--- config.mk ---
export PLATFORM = sky130hd
export DESIGN_NAME = nor_flash_command_planner_flat
export DESIGN_NICKNAME = d
export VERILOG_FILES = /design/src/rtl/nfcp_pkg.sv /design/src/rtl/nfcp_req_if.sv /design/src/rtl/nfcp_plan.sv /design/src/rtl/nor_flash_command_planner.sv /design/src/flat_wrapper.sv
export SDC_FILE = /design/constraint.sdc
export NUM_CORES = 1
export LEC_CHECK = 0
export ABC_AREA = 1
export BUFFER_PORTS_ARGS = -buffer_cell sky130_fd_sc_hd__buf_4
export CAP_MARGIN = 20
export CORE_MARGIN = 1.5
export CORE_UTILIZATION = 45
export CTS_CLUSTER_SIZE = 12
export DETAILED_ROUTE_END_ITERATION = 16
export PLACE_DENSITY_LB_ADDON = 0.15
export SLEW_MARGIN = 0
export SYNTH_ARGS = -nofsm -noshare
export SYNTH_HDL_FRONTEND = slang
export SYNTH_SLANG_ARGS = --single-unit
--- constraint.sdc ---
create_clock -name clk_i -period 13.4 [get_ports clk_i]
set_input_delay 1.34 -clock clk_i [delete_from_list [all_inputs] [get_ports clk_i]]
set_output_delay 1.34 -clock clk_i [all_outputs]
set_load 0.1 [all_outputs]
--- src/rtl/nfcp_pkg.sv ---
// Package with the types, codes and constants of the NOR flash command planner.
`timescale 1ns / 1ps

package nfcp_pkg;

  // Field widths of the request and result words.
  localparam int unsigned ACTION_W = 3;
  localparam int unsigned ADDR_W   = 24;
  localparam int unsigned LEN_W    = 25;
  localparam int unsigned SECTOR_W = 12;
  localparam int unsigned OPCODE_W = 8;
  localparam int unsigned STATUS_W = 2;

  // Internal position width: start address plus a 25-bit length plus a block step.
  localparam int unsigned POS_W = ADDR_W + 3;

  // Geometry defaults.
  localparam int unsigned DEF_PAGE_BYTES   = 256;
  localparam int unsigned DEF_SECTOR_BYTES = 4096;
  localparam int unsigned DEF_BLOCK_BYTES  = 65536;

  // Flash opcodes.
  localparam logic [OPCODE_W-1:0] OP_READ         = 8'h03;
  localparam logic [OPCODE_W-1:0] OP_PROGRAM      = 8'h02;
  localparam logic [OPCODE_W-1:0] OP_BLOCK_ERASE  = 8'hD8;
  localparam logic [OPCODE_W-1:0] OP_SECTOR_ERASE = 8'h20;
  localparam logic [OPCODE_W-1:0] OP_NONE         = 8'h00;

  typedef enum logic [ACTION_W-1:0] {
    ACT_READ         = 3'd0,
    ACT_WRITE        = 3'd1,
    ACT_ERASE_RANGE  = 3'd2,
    ACT_ERASE_SECTOR = 3'd3,
    ACT_NEXT         = 3'd4
  } action_e;

  typedef enum logic [1:0] {
    KIND_IDLE  = 2'd0,
    KIND_WRITE = 2'd1,
    KIND_ERASE = 2'd2
  } kind_e;

  typedef enum logic [STATUS_W-1:0] {
    ST_OK        = 2'd0,
    ST_UNALIGNED = 2'd1,
    ST_NEXT_IDLE = 2'd2
  } status_e;

  typedef struct packed {
    logic [ACTION_W-1:0] action;
    logic [ADDR_W-1:0]   start_address;
    logic [LEN_W-1:0]    length;
    logic [SECTOR_W-1:0] sector_number;
  } item_t;

  typedef struct packed {
    logic [OPCODE_W-1:0] command_opcode;
    logic [ADDR_W-1:0]   command_address;
    logic [LEN_W-1:0]    data_length;
    logic                has_command;
    logic                done_res;
    status_e             status;
  } result_t;

  typedef struct packed {
    kind_e            kind;
    logic [POS_W-1:0] cur;
    logic [POS_W-1:0] fin;
  } plan_state_t;

endpackage

--- src/rtl/nfcp_req_if.sv ---
// Channel interfaces for request words and result words of the planner.
`timescale 1ns / 1ps

interface nfcp_req_if import nfcp_pkg::*; ();
  logic                valid;
  logic                ready;
  logic [ACTION_W-1:0] action;
  logic [ADDR_W-1:0]   start_address;
  logic [LEN_W-1:0]    length;
  logic [SECTOR_W-1:0] sector_number;

  modport source (output valid, action, start_address, length, sector_number, input ready);
  modport sink   (input valid, action, start_address, length, sector_number, output ready);
endinterface

interface nfcp_res_if import nfcp_pkg::*; ();
  logic                valid;
  logic                ready;
  logic [OPCODE_W-1:0] command_opcode;
  logic [ADDR_W-1:0]   command_address;
  logic [LEN_W-1:0]    data_length;
  logic                has_command;
  logic                done_res;
  logic [STATUS_W-1:0] status;

  modport source (output valid, command_opcode, command_address, data_length, has_command,
                  done_res, status, input ready);
  modport sink   (input valid, command_opcode, command_address, data_length, has_command,
                  done_res, status, output ready);
endinterface

--- src/rtl/nfcp_plan.sv ---
// Combinational planning step: one request word and the plan state give one result.
`timescale 1ns / 1ps

module nfcp_plan import nfcp_pkg::*; #(
  parameter int unsigned PAGE_BYTES   = DEF_PAGE_BYTES,
  parameter int unsigned SECTOR_BYTES = DEF_SECTOR_BYTES,
  parameter int unsigned BLOCK_BYTES  = DEF_BLOCK_BYTES
) (
  input  item_t       item_i,
  input  plan_state_t state_i,
  output result_t     res_o,
  output plan_state_t state_o
);

  localparam int unsigned PAGE_LOG   = $clog2(PAGE_BYTES);
  localparam int unsigned SECTOR_LOG = $clog2(SECTOR_BYTES);
  localparam int unsigned BLOCK_LOG  = $clog2(BLOCK_BYTES);

  logic [POS_W-1:0] addr_w, len_w, last_w, erase_fin_w;
  logic             len_zero, addr_unaligned;
  logic             is_write_start, is_erase_start;

  logic [POS_W-1:0] wr_cur, wr_fin, wr_room, wr_remain, wr_chunk, wr_next;
  logic             wr_done;
  logic [POS_W-1:0] er_cur, er_fin, er_span, er_next;
  logic             er_block, er_done;

  assign addr_w         = POS_W'(item_i.start_address);
  assign len_w          = POS_W'(item_i.length);
  assign len_zero       = (item_i.length == '0);
  assign addr_unaligned = (item_i.start_address[SECTOR_LOG-1:0] != '0);
  assign last_w         = addr_w + len_w - POS_W'(1);
  assign erase_fin_w    = {last_w[POS_W-1:SECTOR_LOG], {SECTOR_LOG{1'b0}}};

  assign is_write_start = (item_i.action == ACT_WRITE);
  assign is_erase_start = (item_i.action == ACT_ERASE_RANGE);

  // Page program step: stop at the page end or at the end of the write.
  assign wr_cur    = is_write_start ? addr_w : state_i.cur;
  assign wr_fin    = is_write_start ? (addr_w + len_w) : state_i.fin;
  assign wr_room   = POS_W'(PAGE_BYTES) - POS_W'(wr_cur[PAGE_LOG-1:0]);
  assign wr_remain = wr_fin - wr_cur;
  assign wr_chunk  = (wr_room < wr_remain) ? wr_room : wr_remain;
  assign wr_next   = wr_cur + wr_chunk;
  assign wr_done   = (wr_next >= wr_fin);

  // Erase step: a block erase when aligned and a sector lies past the block.
  assign er_cur   = is_erase_start ? addr_w : state_i.cur;
  assign er_fin   = is_erase_start ? erase_fin_w : state_i.fin;
  assign er_span  = er_fin - er_cur;
  assign er_block = (er_cur[BLOCK_LOG-1:0] == '0) && (er_span >= POS_W'(BLOCK_BYTES));
  assign er_next  = er_cur + (er_block ? POS_W'(BLOCK_BYTES) : POS_W'(SECTOR_BYTES));
  assign er_done  = (er_next > er_fin);

  always_comb begin
    res_o.command_opcode  = OP_NONE;
    res_o.command_address = '0;
    res_o.data_length     = '0;
    res_o.has_command     = 1'b0;
    res_o.done_res        = 1'b1;
    res_o.status          = ST_OK;
    state_o               = state_i;

    case (item_i.action)
      ACT_READ: begin
        state_o.kind          = KIND_IDLE;
        res_o.command_opcode  = OP_READ;
        res_o.command_address = item_i.start_address;
        res_o.data_length     = item_i.length;
        res_o.has_command     = 1'b1;
      end
      ACT_WRITE: begin
        state_o.kind = KIND_IDLE;
        if (!len_zero) begin
          state_o.kind          = wr_done ? KIND_IDLE : KIND_WRITE;
          state_o.cur           = wr_next;
          state_o.fin           = wr_fin;
          res_o.command_opcode  = OP_PROGRAM;
          res_o.command_address = ADDR_W'(wr_cur);
          res_o.data_length     = LEN_W'(wr_chunk);
          res_o.has_command     = 1'b1;
          res_o.done_res        = wr_done;
        end
      end
      ACT_ERASE_RANGE: begin
        state_o.kind = KIND_IDLE;
        if (addr_unaligned) begin
          res_o.status = ST_UNALIGNED;
        end else if (!len_zero) begin
          state_o.kind          = er_done ? KIND_IDLE : KIND_ERASE;
          state_o.cur           = er_next;
          state_o.fin           = er_fin;
          res_o.command_opcode  = er_block ? OP_BLOCK_ERASE : OP_SECTOR_ERASE;
          res_o.command_address = ADDR_W'(er_cur);
          res_o.has_command     = 1'b1;
          res_o.done_res        = er_done;
        end
      end
      ACT_ERASE_SECTOR: begin
        state_o.kind          = KIND_IDLE;
        res_o.command_opcode  = OP_SECTOR_ERASE;
        res_o.command_address = ADDR_W'({item_i.sector_number, {SECTOR_LOG{1'b0}}});
        res_o.has_command     = 1'b1;
      end
      ACT_NEXT: begin
        case (state_i.kind)
          KIND_WRITE: begin
            state_o.kind          = wr_done ? KIND_IDLE : KIND_WRITE;
            state_o.cur           = wr_next;
            res_o.command_opcode  = OP_PROGRAM;
            res_o.command_address = ADDR_W'(wr_cur);
            res_o.data_length     = LEN_W'(wr_chunk);
            res_o.has_command     = 1'b1;
            res_o.done_res        = wr_done;
          end
          KIND_ERASE: begin
            state_o.kind          = er_done ? KIND_IDLE : KIND_ERASE;
            state_o.cur           = er_next;
            res_o.command_opcode  = er_block ? OP_BLOCK_ERASE : OP_SECTOR_ERASE;
            res_o.command_address = ADDR_W'(er_cur);
            res_o.has_command     = 1'b1;
            res_o.done_res        = er_done;
          end
          default: begin
            res_o.status = ST_NEXT_IDLE;
          end
        endcase
      end
      default: begin
        res_o.done_res = (state_i.kind == KIND_IDLE);
      end
    endcase
  end

endmodule

--- src/rtl/nor_flash_command_planner.sv ---
// Top level of the NOR flash command planner: input stage, plan state and result stage.
`timescale 1ns / 1ps

// The planner turns flash operations into single serial NOR commands.
// Request words arrive on req_i (valid/ready): an action code, a start
// address, a length and a sector number. Each request word gives exactly one
// result word on res_o: opcode, address, data length, a has-command flag, a
// done flag and a status code. A write or a range erase is started by its
// request word and continued by one "next" word per further command.
// A request word accepted on req_i is held in the input register, planned
// there against the stored plan state, and moves into the result register
// once that register is empty or being emptied; its result word is then
// valid on res_o. One word is accepted in every cycle while results are
// taken.
// If the receiver stalls, the result register holds its word and the input
// register still takes one more request; after that req_i.ready drops until
// res_o.ready returns. The plan state advances only when a word moves from
// the input register into the result register, so order is kept.
// Reset clears both valid flags and puts the plan state to idle at address
// zero; the block takes requests as soon as reset is released.
module nor_flash_command_planner import nfcp_pkg::*; #(
  parameter int unsigned PAGE_BYTES   = DEF_PAGE_BYTES,
  parameter int unsigned SECTOR_BYTES = DEF_SECTOR_BYTES,
  parameter int unsigned BLOCK_BYTES  = DEF_BLOCK_BYTES
) (
  input  logic             clk_i,
  input  logic             rst_ni,
  nfcp_req_if.sink         req_i,
  nfcp_res_if.source       res_o
);

  item_t       item_q;
  logic        item_valid_q;
  result_t     res_q, res_d;
  logic        res_valid_q;
  plan_state_t state_q, state_d;
  logic        advance;
  logic        req_take;

  // A word moves on when the result register is empty or being emptied.
  assign advance  = item_valid_q && (!res_valid_q || res_o.ready);
  assign req_i.ready = !item_valid_q || advance;
  assign req_take = req_i.valid && req_i.ready;

  nfcp_plan #(
    .PAGE_BYTES  (PAGE_BYTES),
    .SECTOR_BYTES(SECTOR_BYTES),
    .BLOCK_BYTES (BLOCK_BYTES)
  ) u_plan (
    .item_i (item_q),
    .state_i(state_q),
    .res_o  (res_d),
    .state_o(state_d)
  );

  // Input register.
  always_ff @(posedge clk_i or negedge rst_ni) begin
    if (!rst_ni) begin
      item_valid_q <= 1'b0;
    end else if (req_i.ready) begin
      item_valid_q <= req_i.valid;
    end
  end

  always_ff @(posedge clk_i) begin
    if (req_take) begin
      item_q.action        <= req_i.action;
      item_q.start_address <= req_i.start_address;
      item_q.length        <= req_i.length;
      item_q.sector_number <= req_i.sector_number;
    end
  end

  // Plan state follows each word that leaves the input register.
  always_ff @(posedge clk_i or negedge rst_ni) begin
    if (!rst_ni) begin
      state_q.kind <= KIND_IDLE;
      state_q.cur  <= '0;
      state_q.fin  <= '0;
    end else if (advance) begin
      state_q <= state_d;
    end
  end

  // Result register.
  always_ff @(posedge clk_i or negedge rst_ni) begin
    if (!rst_ni) begin
      res_valid_q <= 1'b0;
    end else if (advance) begin
      res_valid_q <= 1'b1;
    end else if (res_o.ready) begin
      res_valid_q <= 1'b0;
    end
  end

  always_ff @(posedge clk_i) begin
    if (advance) begin
      res_q <= res_d;
    end
  end

  assign res_o.valid           = res_valid_q;
  assign res_o.command_opcode  = res_q.command_opcode;
  assign res_o.command_address = res_q.command_address;
  assign res_o.data_length     = res_q.data_length;
  assign res_o.has_command     = res_q.has_command;
  assign res_o.done_res        = res_q.done_res;
  assign res_o.status          = res_q.status;

  // A result without a command carries zero opcode, address and length.
  a_empty_result_zero: assert property (@(posedge clk_i) disable iff (!rst_ni)
    res_valid_q && !res_q.has_command |->
      res_q.command_opcode == OP_NONE && res_q.command_address == '0 &&
      res_q.data_length == '0)
    else $error("result without a command has nonzero payload");

  // A pending write always has bytes left; a pending erase has a sector left.
  a_pending_in_range: assert property (@(posedge clk_i) disable iff (!rst_ni)
    (state_q.kind == KIND_WRITE |-> state_q.cur < state_q.fin) and
    (state_q.kind == KIND_ERASE |-> state_q.cur <= state_q.fin))
    else $error("pending plan state past its end");

  // An error status ends the operation and issues nothing.
  a_status_done: assert property (@(posedge clk_i) disable iff (!rst_ni)
    res_valid_q && res_q.status != ST_OK |-> res_q.done_res && !res_q.has_command)
    else $error("error result with a command or without done");

  // A word held back in the input register keeps its contents.
  a_input_hold: assert property (@(posedge clk_i) disable iff (!rst_ni)
    item_valid_q && !advance |=> item_valid_q && $stable(item_q))
    else $error("stalled request word lost or changed");

endmodule

--- src/flat_wrapper.sv ---
// flat-port wrapper written by rule: the top's interface ports become plain ports
module nor_flash_command_planner_flat import nfcp_pkg::*;
#(
  parameter int unsigned PAGE_BYTES   = DEF_PAGE_BYTES,
  parameter int unsigned SECTOR_BYTES = DEF_SECTOR_BYTES,
  parameter int unsigned BLOCK_BYTES  = DEF_BLOCK_BYTES
)
  (clk_i, rst_ni, req_i_valid, req_i_action, req_i_start_address, req_i_length, req_i_sector_number, req_i_ready, res_o_valid, res_o_command_opcode, res_o_command_address, res_o_data_length, res_o_has_command, res_o_done_res, res_o_status, res_o_ready);
  nfcp_req_if req_i_i ();
  nfcp_res_if res_o_i ();
  input  logic clk_i;
  input  logic rst_ni;
  input wire logic [$bits(req_i_i.valid)-1:0] req_i_valid;
  input wire logic [$bits(req_i_i.action)-1:0] req_i_action;
  input wire logic [$bits(req_i_i.start_address)-1:0] req_i_start_address;
  input wire logic [$bits(req_i_i.length)-1:0] req_i_length;
  input wire logic [$bits(req_i_i.sector_number)-1:0] req_i_sector_number;
  output wire logic [$bits(req_i_i.ready)-1:0] req_i_ready;
  output wire logic [$bits(res_o_i.valid)-1:0] res_o_valid;
  output wire logic [$bits(res_o_i.command_opcode)-1:0] res_o_command_opcode;
  output wire logic [$bits(res_o_i.command_address)-1:0] res_o_command_address;
  output wire logic [$bits(res_o_i.data_length)-1:0] res_o_data_length;
  output wire logic [$bits(res_o_i.has_command)-1:0] res_o_has_command;
  output wire logic [$bits(res_o_i.done_res)-1:0] res_o_done_res;
  output wire logic [$bits(res_o_i.status)-1:0] res_o_status;
  input wire logic [$bits(res_o_i.ready)-1:0] res_o_ready;
  assign req_i_i.valid = req_i_valid;
  assign req_i_i.action = req_i_action;
  assign req_i_i.start_address = req_i_start_address;
  assign req_i_i.length = req_i_length;
  assign req_i_i.sector_number = req_i_sector_number;
  assign req_i_ready = req_i_i.ready;
  assign res_o_valid = res_o_i.valid;
  assign res_o_command_opcode = res_o_i.command_opcode;
  assign res_o_command_address = res_o_i.command_address;
  assign res_o_data_length = res_o_i.data_length;
  assign res_o_has_command = res_o_i.has_command;
  assign res_o_done_res = res_o_i.done_res;
  assign res_o_status = res_o_i.status;
  assign res_o_i.ready = res_o_ready;
  nor_flash_command_planner #(.PAGE_BYTES(PAGE_BYTES), .SECTOR_BYTES(SECTOR_BYTES), .BLOCK_BYTES(BLOCK_BYTES)) u_core (.clk_i(clk_i), .rst_ni(rst_ni), .req_i(req_i_i), .res_o(res_o_i));
endmodule
# Yosys cells after proc, flatten, opt, wreduce, memory -nomap -nowiden
# Cells that the tools add are included.
# classes
n_eq_ne	10
reduce_logical	21
add_sub_neg	7
mux	33
magnitude_cmp	4
# ops
op	n
$pmux 32 s5	1
$mux 27	5
$mux 56	2
$pmux 27 s3	1
$pmux 25 s3	1
$mux 32	2
$pmux 32 s2	1
$pmux 29 s2	1
$mux 55	1
$pmux 27 s2	1
$sub 27x27->27	2
$mux 53	1
$add 27x17->27	1
$add 27x27->27	1
$ge 27x17->1 const B	1
$ge 27x27->1	1
$gt 27x27->1	1
$lt 27x27->1	1
$sub 27x1->27 const B	1
$add 24x25->26	1
$logic_not 25->1	1
$mux 25	1
$mux 17	1
$logic_not 16->1	1
27 further kinds	44
# word_totals
input_bits	68
ff_bits	183

# Longest topological paths before layout
# Gate-level depths: netlist of run 1.
# logic_depth
word_depth	13
ltp_mapped	63
mapped_depth_nobuf	63

# Cells and area by module
# Synthesis of run 1 repeated with hierarchy kept, for this count alone.
# unflattened
cells_unflattened	2520
area_unflattened_um2	17712.0
# modules_own_cells
module	seq_area_each_um2	n_inst	area_each_um2	cells_per_inst
nfcp_plan	0.0	1	11664.9	2142
nor_flash_command_planner	5205.0	1	6047.0	378

# Worst setup path before layout of run 1
# Ideal clock, no wire load.
# synth_timing
path_kind	register to register
from	reg u_core.item_q[61] (netlist bit)
to	reg u_core.res_q (netlist bit u_core.res_o.done_res), data pin
stages_incl_launch_ff	54
path_slack_ns	4.885
synth_period_minus_slack_ns	8.515
required_ns	13.262
arrival_time_ns	8.377
setup_ns	0.138
cell_sequence	edfxtp_1 inv_1 nor2_1 nand2_1 clkbuf_1 clkbuf_1 clkbuf_1 buf_1 nand2_1 o21ai_0 inv_1 ha_1 inv_1 o21bai_1 a21oi_1 xnor2_1 inv_1 ha_1 [... 18 more ...] o21ai_0 nand2_1 nand3_1 nand2_1 nand2_1 a31oi_1 o21ai_0 xor2_1 inv_1 ha_1 nand3_1 or4_1 nand3_1 nor2_1 o21a_1 nand2_1 a21oi_1 nor2_1
# synth_rtl
item	line	text
from (decl)	nor_flash_command_planner.sv:32	item_t item_q;
to (signal assigned)	nor_flash_command_planner.sv:98	res_q <= res_d;
to (decl)	nor_flash_command_planner.sv:34	result_t res_q, res_d;

==> impl_metrics.py, run 1 <==
metrics = {
    "outcome": {
        "run_status": "finished, final reports clean",
    },
    "clock_tree": {
        "max-clock-path-buffers": 2,
        "tritoncts": "built",
        "cts.hold.buffers_added": 0,
        "clock_pin_slew_worst_setup_and_hold_paths_ns": 0.08,
        "worstSkewPairLatency_ns": 0.47,
        "clock_sinks": 179,
        "cts-root-buf": "clkbuf_16",
        "clock_tree.htree_level_count": 4,
        "post_cts_buffers": 0,
        "tritoncts.num_buffers": 17,
        "postCtsResizedCells": 0,
    },
    "sta": {
        "timing.final.max_slew_violations": 0,
        "finClkSkew_ns": 0.0153,
        "maxClockFrequency_ghz": 0.0976,
        "slew-limit-headroom_pct": 32.3,
        "period_share_pct": 76.4,
        "setup_tns_ns": 0,
        "fin_worst_hold_slack_ns": 0.506,
        "setup_viol": 0,
        "grt_setup_unrepaired": "no",
        "clock_period_minus_worst_slack_ns": 10.24,
        "finalHoldViolations": 0,
        "tightest_slew_ns": 1.01,
    },
    "pwr": {
        "clock_power_share_pct": 11.8,
        "portion_of_total_power_attributed_to_combinational_logic_pct": 70.6,
        "total_leakage_power_nw": 9.44,
        "internal_power_w": 0.00207,
        "cellPowerDensity_nw_per_um2": 245,
        "p_sw_share_pct": 55.1,
        "seq_power_share_pct": 17.6,
        "switchingPower_w": 0.00253,
        "peakVddDrop_v": 0.000164,
    },
    "critical_path": {
        "timing_worst_setup_path_type": "flip-flop to flip-flop",
        "cp-start-kind": "flip-flop",
        "crit_top_cell": "nand2_1",
        "kind_of_end_point_of_the_critical_path": "flip-flop",
        "regToRegSetupSlack_ns": 3.16,
        "cp_data_required_time_ns": 13.73,
        "critPathArrivalTime_ns": 10.57,
        "critical-path-slowest-cell": "nor3_1",
        "crit_path_max_incr_delay_ns": 0.77,
        "cp_max_fo": 44,
    },
    "floorplan": {
        "rows": 70,
        "die_area_sq_um": 38000,
        "floorplan.io_pins": 131,
        "fp.coreArea_sq_um": 36400,
        "floorplan.initialDensity_pct": 45.5,
        "die_y_um": 195,
        "die_width_um": 195,
    },
    "global_route": {
        "global_route.overflow_total": 0,
        "globalRouteTotalUtil_pct": 32.1,
        "first_global_vias": 15700,
        "first_pass_grt_wire_length_mm": 92.4,
        "grt_start_max_net_pins": 65,
        "antenna_violations_before_repair": 0,
    },
    "run": {
        "max-cap-violations": 0,
    },
    "finish": {
        "insertedDiodeCount": 0,
        "multi_input_area_sq_um": 9820,
        "syn_to_final_growth_pct": 13.0,
        "highest_count_cells_in_the_layout_ignoring_fill_and_taps": "nand2_1 (543), inv_1 (395), a21oi_1 (182)",
        "finalNonFillerCells": 2935,
        "ff_latch_area_sq_um": 5080,
        "layout_commonest_cell": "nand2_1",
        "final_net_count": 2693,
        "drive_gt1_share_pct": 10.7,
        "fill_cell_instance_count_of_the_final_layout": 3643,
    },
    "hold_path": {
        "hold_path_class": "flip-flop to flip-flop",
    },
    "synthesis": {
        "syn-instance-count": 2321,
        "synth.ff_latch_count": 179,
        "synth_xor_area_share_pct": 4.01,
        "post_synth_instance_area_sq_um": 16600,
        "synth-simple-area-share_pct": 25.7,
        "number_of_flops_mapped_to_enable_cells_by_yosys": 121,
        "synth.area.mux_share_pct": 0,
        "dominant_combinational_cell_family_by_area_after_synthesis": "simple AND/OR/NAND/NOR gates",
        "post_synthesis_sequential_area_ratio_pct": 30.6,
        "async_flop_share_pct": 32.4,
        "fraction_of_the_mapped_netlist_area_in_compound_gates_pct": 15.9,
        "yosys_warnings": 0,
        "synthDistinctLibCells": 62,
        "synth_top_flop_cell": "edfxtp_1",
        "synth_fa_ha_area_share_pct": 13.0,
        "synth_area_per_cell_sq_um": 7.15,
    },
    "place": {
        "finalWeightedCongestion": 0.986,
        "dp_cells": 2903,
        "placement.io_buffers": 129,
        "dp.final_hpwl_mm": 48.0,
    },
    "routing": {
        "route.vias.total": 16600,
        "avgRoutedWirePerCell_um": 20.6,
        "drt_drc_violations_left": 0,
        "detail_route.wirelength_mm": 60.5,
        "drtIter0Drc": 1575,
        "drt-vias-per-instance": 5.65,
        "final_antenna_net_count": 0,
        "drt_first_pass_iters": 6,
    },
}
-- state kept, by name (all words and copies together), names as in the netlist --
register                      count
u_core.item_q                    64
u_core.item_valid_q               1
u_core.res_o.command_address     24
u_core.res_o.command_opcode       4
u_core.res_o.data_length         25
u_core.res_o.done_res             1
u_core.res_o.has_command          1
u_core.res_o.status               2
u_core.res_o.valid                1
u_core.state_q                   56
-- critical path, delay by kind of cell (launching register included) --
family,cells,cell delay (ns)
AO/OA/AOI/OAI,14,2.91
AND/OR/NAND/NOR,22,3.44
adder cells (fa/ha/maj),5,1.52
flip-flops,1,0.45
buffers and inverters,8,1.41
XOR/XNOR,2,0.32
-- path summary, 6_finish.rpt --
kind                               startpoint               endpoint  cells after the start
setup / recovery            u_core.item_q[61]  u_core.res_o.done_res                     51
hold / removal             u_core.state_q[19]     u_core.state_q[19]                      1
setup reg to reg            u_core.item_q[61]  u_core.res_o.done_res                     51
hold reg to reg            u_core.state_q[19]     u_core.state_q[19]                      1
max in group asynchronous              rst_ni     u_core.state_q[27]                      1
min in group asynchronous              rst_ni     u_core.state_q[41]                      1
-- power groups by stage --
stage               Combinational (W)  Clock [W]  Sequential (W)
detailed placement            0.00315          0        0.000816
floorplan                     0.00216          0        0.000967
global route                  0.00361   0.000574        0.000820
CTS                           0.00318   0.000553        0.000806
global placement              0.00312          0        0.000814
finish                        0.00325   0.000545        0.000809
-- per-stage QoR --
| stage | util (%) | power [W] | area, sq um | setup slack [ns] |
|---|---|---|---|---|
| floorplan | - | 0.00313 | 16700 | 4.89 |
| global placement | 49.8 | 0.00394 | 18100 | 3.50 |
| detailed placement | 49.8 | 0.00397 | 18100 | 3.37 |
| CTS | 51.5 | 0.00453 | 18800 | 3.30 |
| global route | 51.5 | 0.00500 | 18800 | 2.29 |
| finish | 51.5 | 0.00460 | 18800 | 3.16 |
-- synth_stat cells, types with 3 or more instances --
cell / number / area, sq um
a211oi_1: 6 / 45.0
a21o_1: 3 / 22.5
a21oi_1: 182 / 911
a21oi_2: 4 / 35.0
a221oi_1: 7 / 61.3
a22oi_1: 3 / 22.5
a31oi_1: 6 / 37.5
a41oi_1: 8 / 70.1
buf_2: 5 / 25.0
buf_4: 4 / 30.0
clkbuf_1: 39 / 146
clkinv_1: 3 / 11.3
dfrtp_1: 58 / 1450
edfxtp_1: 121 / 3630
fa_1: 3 / 60.1
ha_1: 168 / 2100
inv_1: 397 / 1490
inv_2: 13 / 48.8
nand2_1: 545 / 2050
nand2_2: 16 / 100
nand2_4: 3 / 33.8
nand3_1: 96 / 480
nand3_2: 11 / 110
nand3b_1: 6 / 45.0
nand4_1: 62 / 388
nor2_1: 154 / 578
nor2_2: 12 / 75.1
nor2_4: 4 / 45.0
nor3_1: 27 / 135
nor4_1: 12 / 75.1
o21a_1: 10 / 75.1
o21ai_0: 154 / 771
o21ai_1: 11 / 55.1
o21ai_2: 6 / 52.6
o21bai_1: 6 / 45.0
o221ai_1: 24 / 210
o22ai_1: 16 / 100
or2_2: 10 / 62.6
xnor2_1: 22 / 193
xor2_1: 54 / 473
-- routing by layer --
layer  vias up  wire length [um]  global-route usage, %
met5         -                 0                      0
met3        78              4440                   4.35
met1      7796             27500                   44.9
li1       8001                 -                      -
met2       712             26900                   51.4
met4         0              1640                   9.82
-- cells by family (layout without fill, tap and decap cells) --
group / Yosys count / count (layout)
AOI/OAI and AO/OA: 462 / 462
xor gates and xnor gates: 76 / 76
adders and majority gates: 171 / 171
buffers and inverters: 463 / 592
DFF: 179 / 179
other: 1 / 18
and+or+nand+nor: 969 / 969
-- cell type report --
cell class,count,share of cell area [%]
Clock buffer,17,2.27
Clock inverter,15,1.01
Inverter,413,8.27
Multi-Input combinational cell,1696,52.3
Sequential cell,179,27.1
Tap cell,468,3.12
Timing Repair Buffer,147,5.88
Power figures use the tool's default switching activity.
==> run 2: changes to the inputs <==
==> constraint.sdc (replaced) <==
create_clock -name clk_i -period 9.6 [get_ports clk_i]
set_input_delay 0.96 -clock clk_i [delete_from_list [all_inputs] [get_ports clk_i]]
set_output_delay 0.96 -clock clk_i [all_outputs]
set_load 0.1 [all_outputs]
==> impl_metrics.py, run 2 (same netlist as run 1, synthesis figures left out) <==
metrics = {
    "hold_path": {
        "hold_path_class": "flip-flop to flip-flop",
        "min_delay_path_depth": 2,
    },
    "finish": {
        "final_net_count": 2722,
        "insertedDiodeCount": 0,
        "highest_count_cells_in_the_layout_ignoring_fill_and_taps": "nand2_1 (543), inv_1 (395), a21oi_1 (179)",
        "layout_commonest_cell": "nand2_1",
        "final_util_pct": 52.3,
        "max_reg_flops": 64,
        "drive_gt1_share_pct": 12.3,
        "regMostFlops": "u_core.item_q",
        "fill_cell_instance_count_of_the_final_layout": 3617,
        "ff_latch_area_sq_um": 5080,
        "multi_input_area_sq_um": 9890,
        "syn_to_final_growth_pct": 14.8,
    },
    "clock_tree": {
        "worstSkewPairLatency_ns": 0.48,
        "cts-root-buf": "clkbuf_16",
        "tritoncts.num_buffers": 17,
        "clock_sinks": 179,
        "tritoncts": "built",
        "max-clock-path-buffers": 2,
        "clock_tree.htree_level_count": 4,
        "clock_pin_slew_worst_setup_and_hold_paths_ns": 0.08,
    },
    "critical_path": {
        "crit_top_cell": "nand2_1",
        "kind_of_end_point_of_the_critical_path": "flip-flop",
        "critPathArrivalTime_ns": 9.12,
        "crit_path_max_incr_delay_ns": 0.53,
        "critical-path-slowest-cell": "edfxtp_1",
        "regToRegSetupSlack_ns": 0.71,
        "worstRegToRegCells": 53,
        "cp_data_required_time_ns": 9.83,
        "timing_worst_setup_path_type": "flip-flop to flip-flop",
        "cp_max_fo": 9,
        "cp-start-kind": "flip-flop",
    },
    "outcome": {
        "run_status": "finished, final reports clean",
    },
    "floorplan": {
        "die_y_um": 195,
        "floorplan.initialDensity_pct": 45.5,
        "die_width_um": 195,
        "die_area_sq_um": 38000,
        "floorplan.io_pins": 131,
        "rows": 70,
        "fp.coreArea_sq_um": 36400,
    },
    "global_route": {
        "global_route.overflow_total": 0,
        "first_pass_grt_wire_length_mm": 90.7,
        "grt_start_max_net_pins": 65,
        "globalRouteTotalUtil_pct": 31.7,
        "first_global_vias": 15800,
        "antenna_violations_before_repair": 0,
    },
    "sta": {
        "slew-limit-headroom_pct": 35.9,
        "tightest_slew_ns": 0.960,
        "finalHoldViolations": 0,
        "finClkSkew_ns": 0.0178,
        "clock_period_minus_worst_slack_ns": 8.89,
        "grt_setup_unrepaired": "no",
        "maxClockFrequency_ghz": 0.112,
        "period_share_pct": 92.6,
        "setup_viol": 0,
        "setup_tns_ns": 0,
        "timing.final.max_slew_violations": 0,
    },
    "routing": {
        "drt_drc_violations_left": 0,
        "route.vias.total": 16500,
        "avgRoutedWirePerCell_um": 20.2,
        "drt-vias-per-instance": 5.58,
        "detail_route.wirelength_mm": 60.0,
        "drtIter0Drc": 1407,
        "drt_first_pass_iters": 5,
        "final_antenna_net_count": 0,
    },
    "place": {
        "finalWeightedCongestion": 1.01,
        "placement.io_buffers": 129,
        "dp.final_hpwl_mm": 48.2,
    },
    "pwr": {
        "total_leakage_power_nw": 9.59,
        "cellPowerDensity_nw_per_um2": 343,
        "peakVddDrop_v": 0.000154,
    },
    "run": {
        "max-cap-violations": 0,
    },
}
run 2: changes by cell type in the layout (fill, tap and decap cells not counted), sizes merged:
cell,change
buf,+29
inv,-2
bufinv,+1
clkinv,+1
run 2: path summary, 6_finish.rpt:
kind,from,end
max in group asynchronous,rst_ni,u_core.state_q[10]
setup / recovery,u_core.item_q[45],u_core.res_o.done_res
hold reg to reg,u_core.state_q[16],u_core.state_q[16]
setup reg to reg,u_core.item_q[45],u_core.res_o.done_res
hold / removal,u_core.state_q[16],u_core.state_q[16]
min in group asynchronous,rst_ni,u_core.state_q[40]
run 2: metal layers:
layer | vias to the layer above | wire (um) | share of wire [%] | GRT usage [%]
li1 | 8048 | - | - | -
met5 | - | 0 | 0 | 0
met1 | 7679 | 26300 | 44 | 42.4
met2 | 700 | 26100 | 43 | 49.0
met4 | 0 | 2530 | 4.2 | 13.6
met3 | 119 | 5070 | 8.4 | 7.29
run 2: cell type report:
type | instances | share of cell area (%)
multi-input combinational | 1696 | 51.9
sequential | 179 | 26.7
inverter | 413 | 8.14
timing repair buffer | 176 | 6.94
tap | 468 | 3.07
clock buffer | 17 | 2.23
clock inverter | 15 | 1.01
run 2: stage by stage:
step	area (sq um)	setup WS (ns)	instances	hold slack, ns	power [W]
floorplan	16700	1.09	2338	0.459	0.00436
global placement	18300	0.585	2930	0.475	0.00559
detailed placement	18300	0.542	2930	0.482	0.00562
CTS	19000	0.487	2962	0.501	0.00641
global route	19100	0.0165	2964	0.533	0.00713
finish	19100	0.708	2964	0.502	0.00653
run 2: power by group:
group	internal (W)	total, W	switching [W]
sequential	0.00101	0.00112	0.000112
clock	0.000397	0.000763	0.000365
combinational	0.00158	0.00465	0.00307
run 2: timing repair:
item / CTS / global route
setup endpoints to repair: 0 / 3
setup buffers: 0 / 2
hold buffers: 0 / 0
resized for setup: 0 / 29
hold endpoints to repair: 0 / 0
run 2: worst max-delay path: cells and delay by family, from the launching register on:
| kind | cells | cell delay, ns |
|---|---|---|
| adders and majority gates | 4 | 1.46 |
| buffers and inverters | 7 | 0.73 |
| and+or+nand+nor | 24 | 2.67 |
| xor gates and xnor gates | 2 | 0.49 |
| AOI/OAI and AO/OA | 16 | 2.80 |
| DFF | 1 | 0.53 |
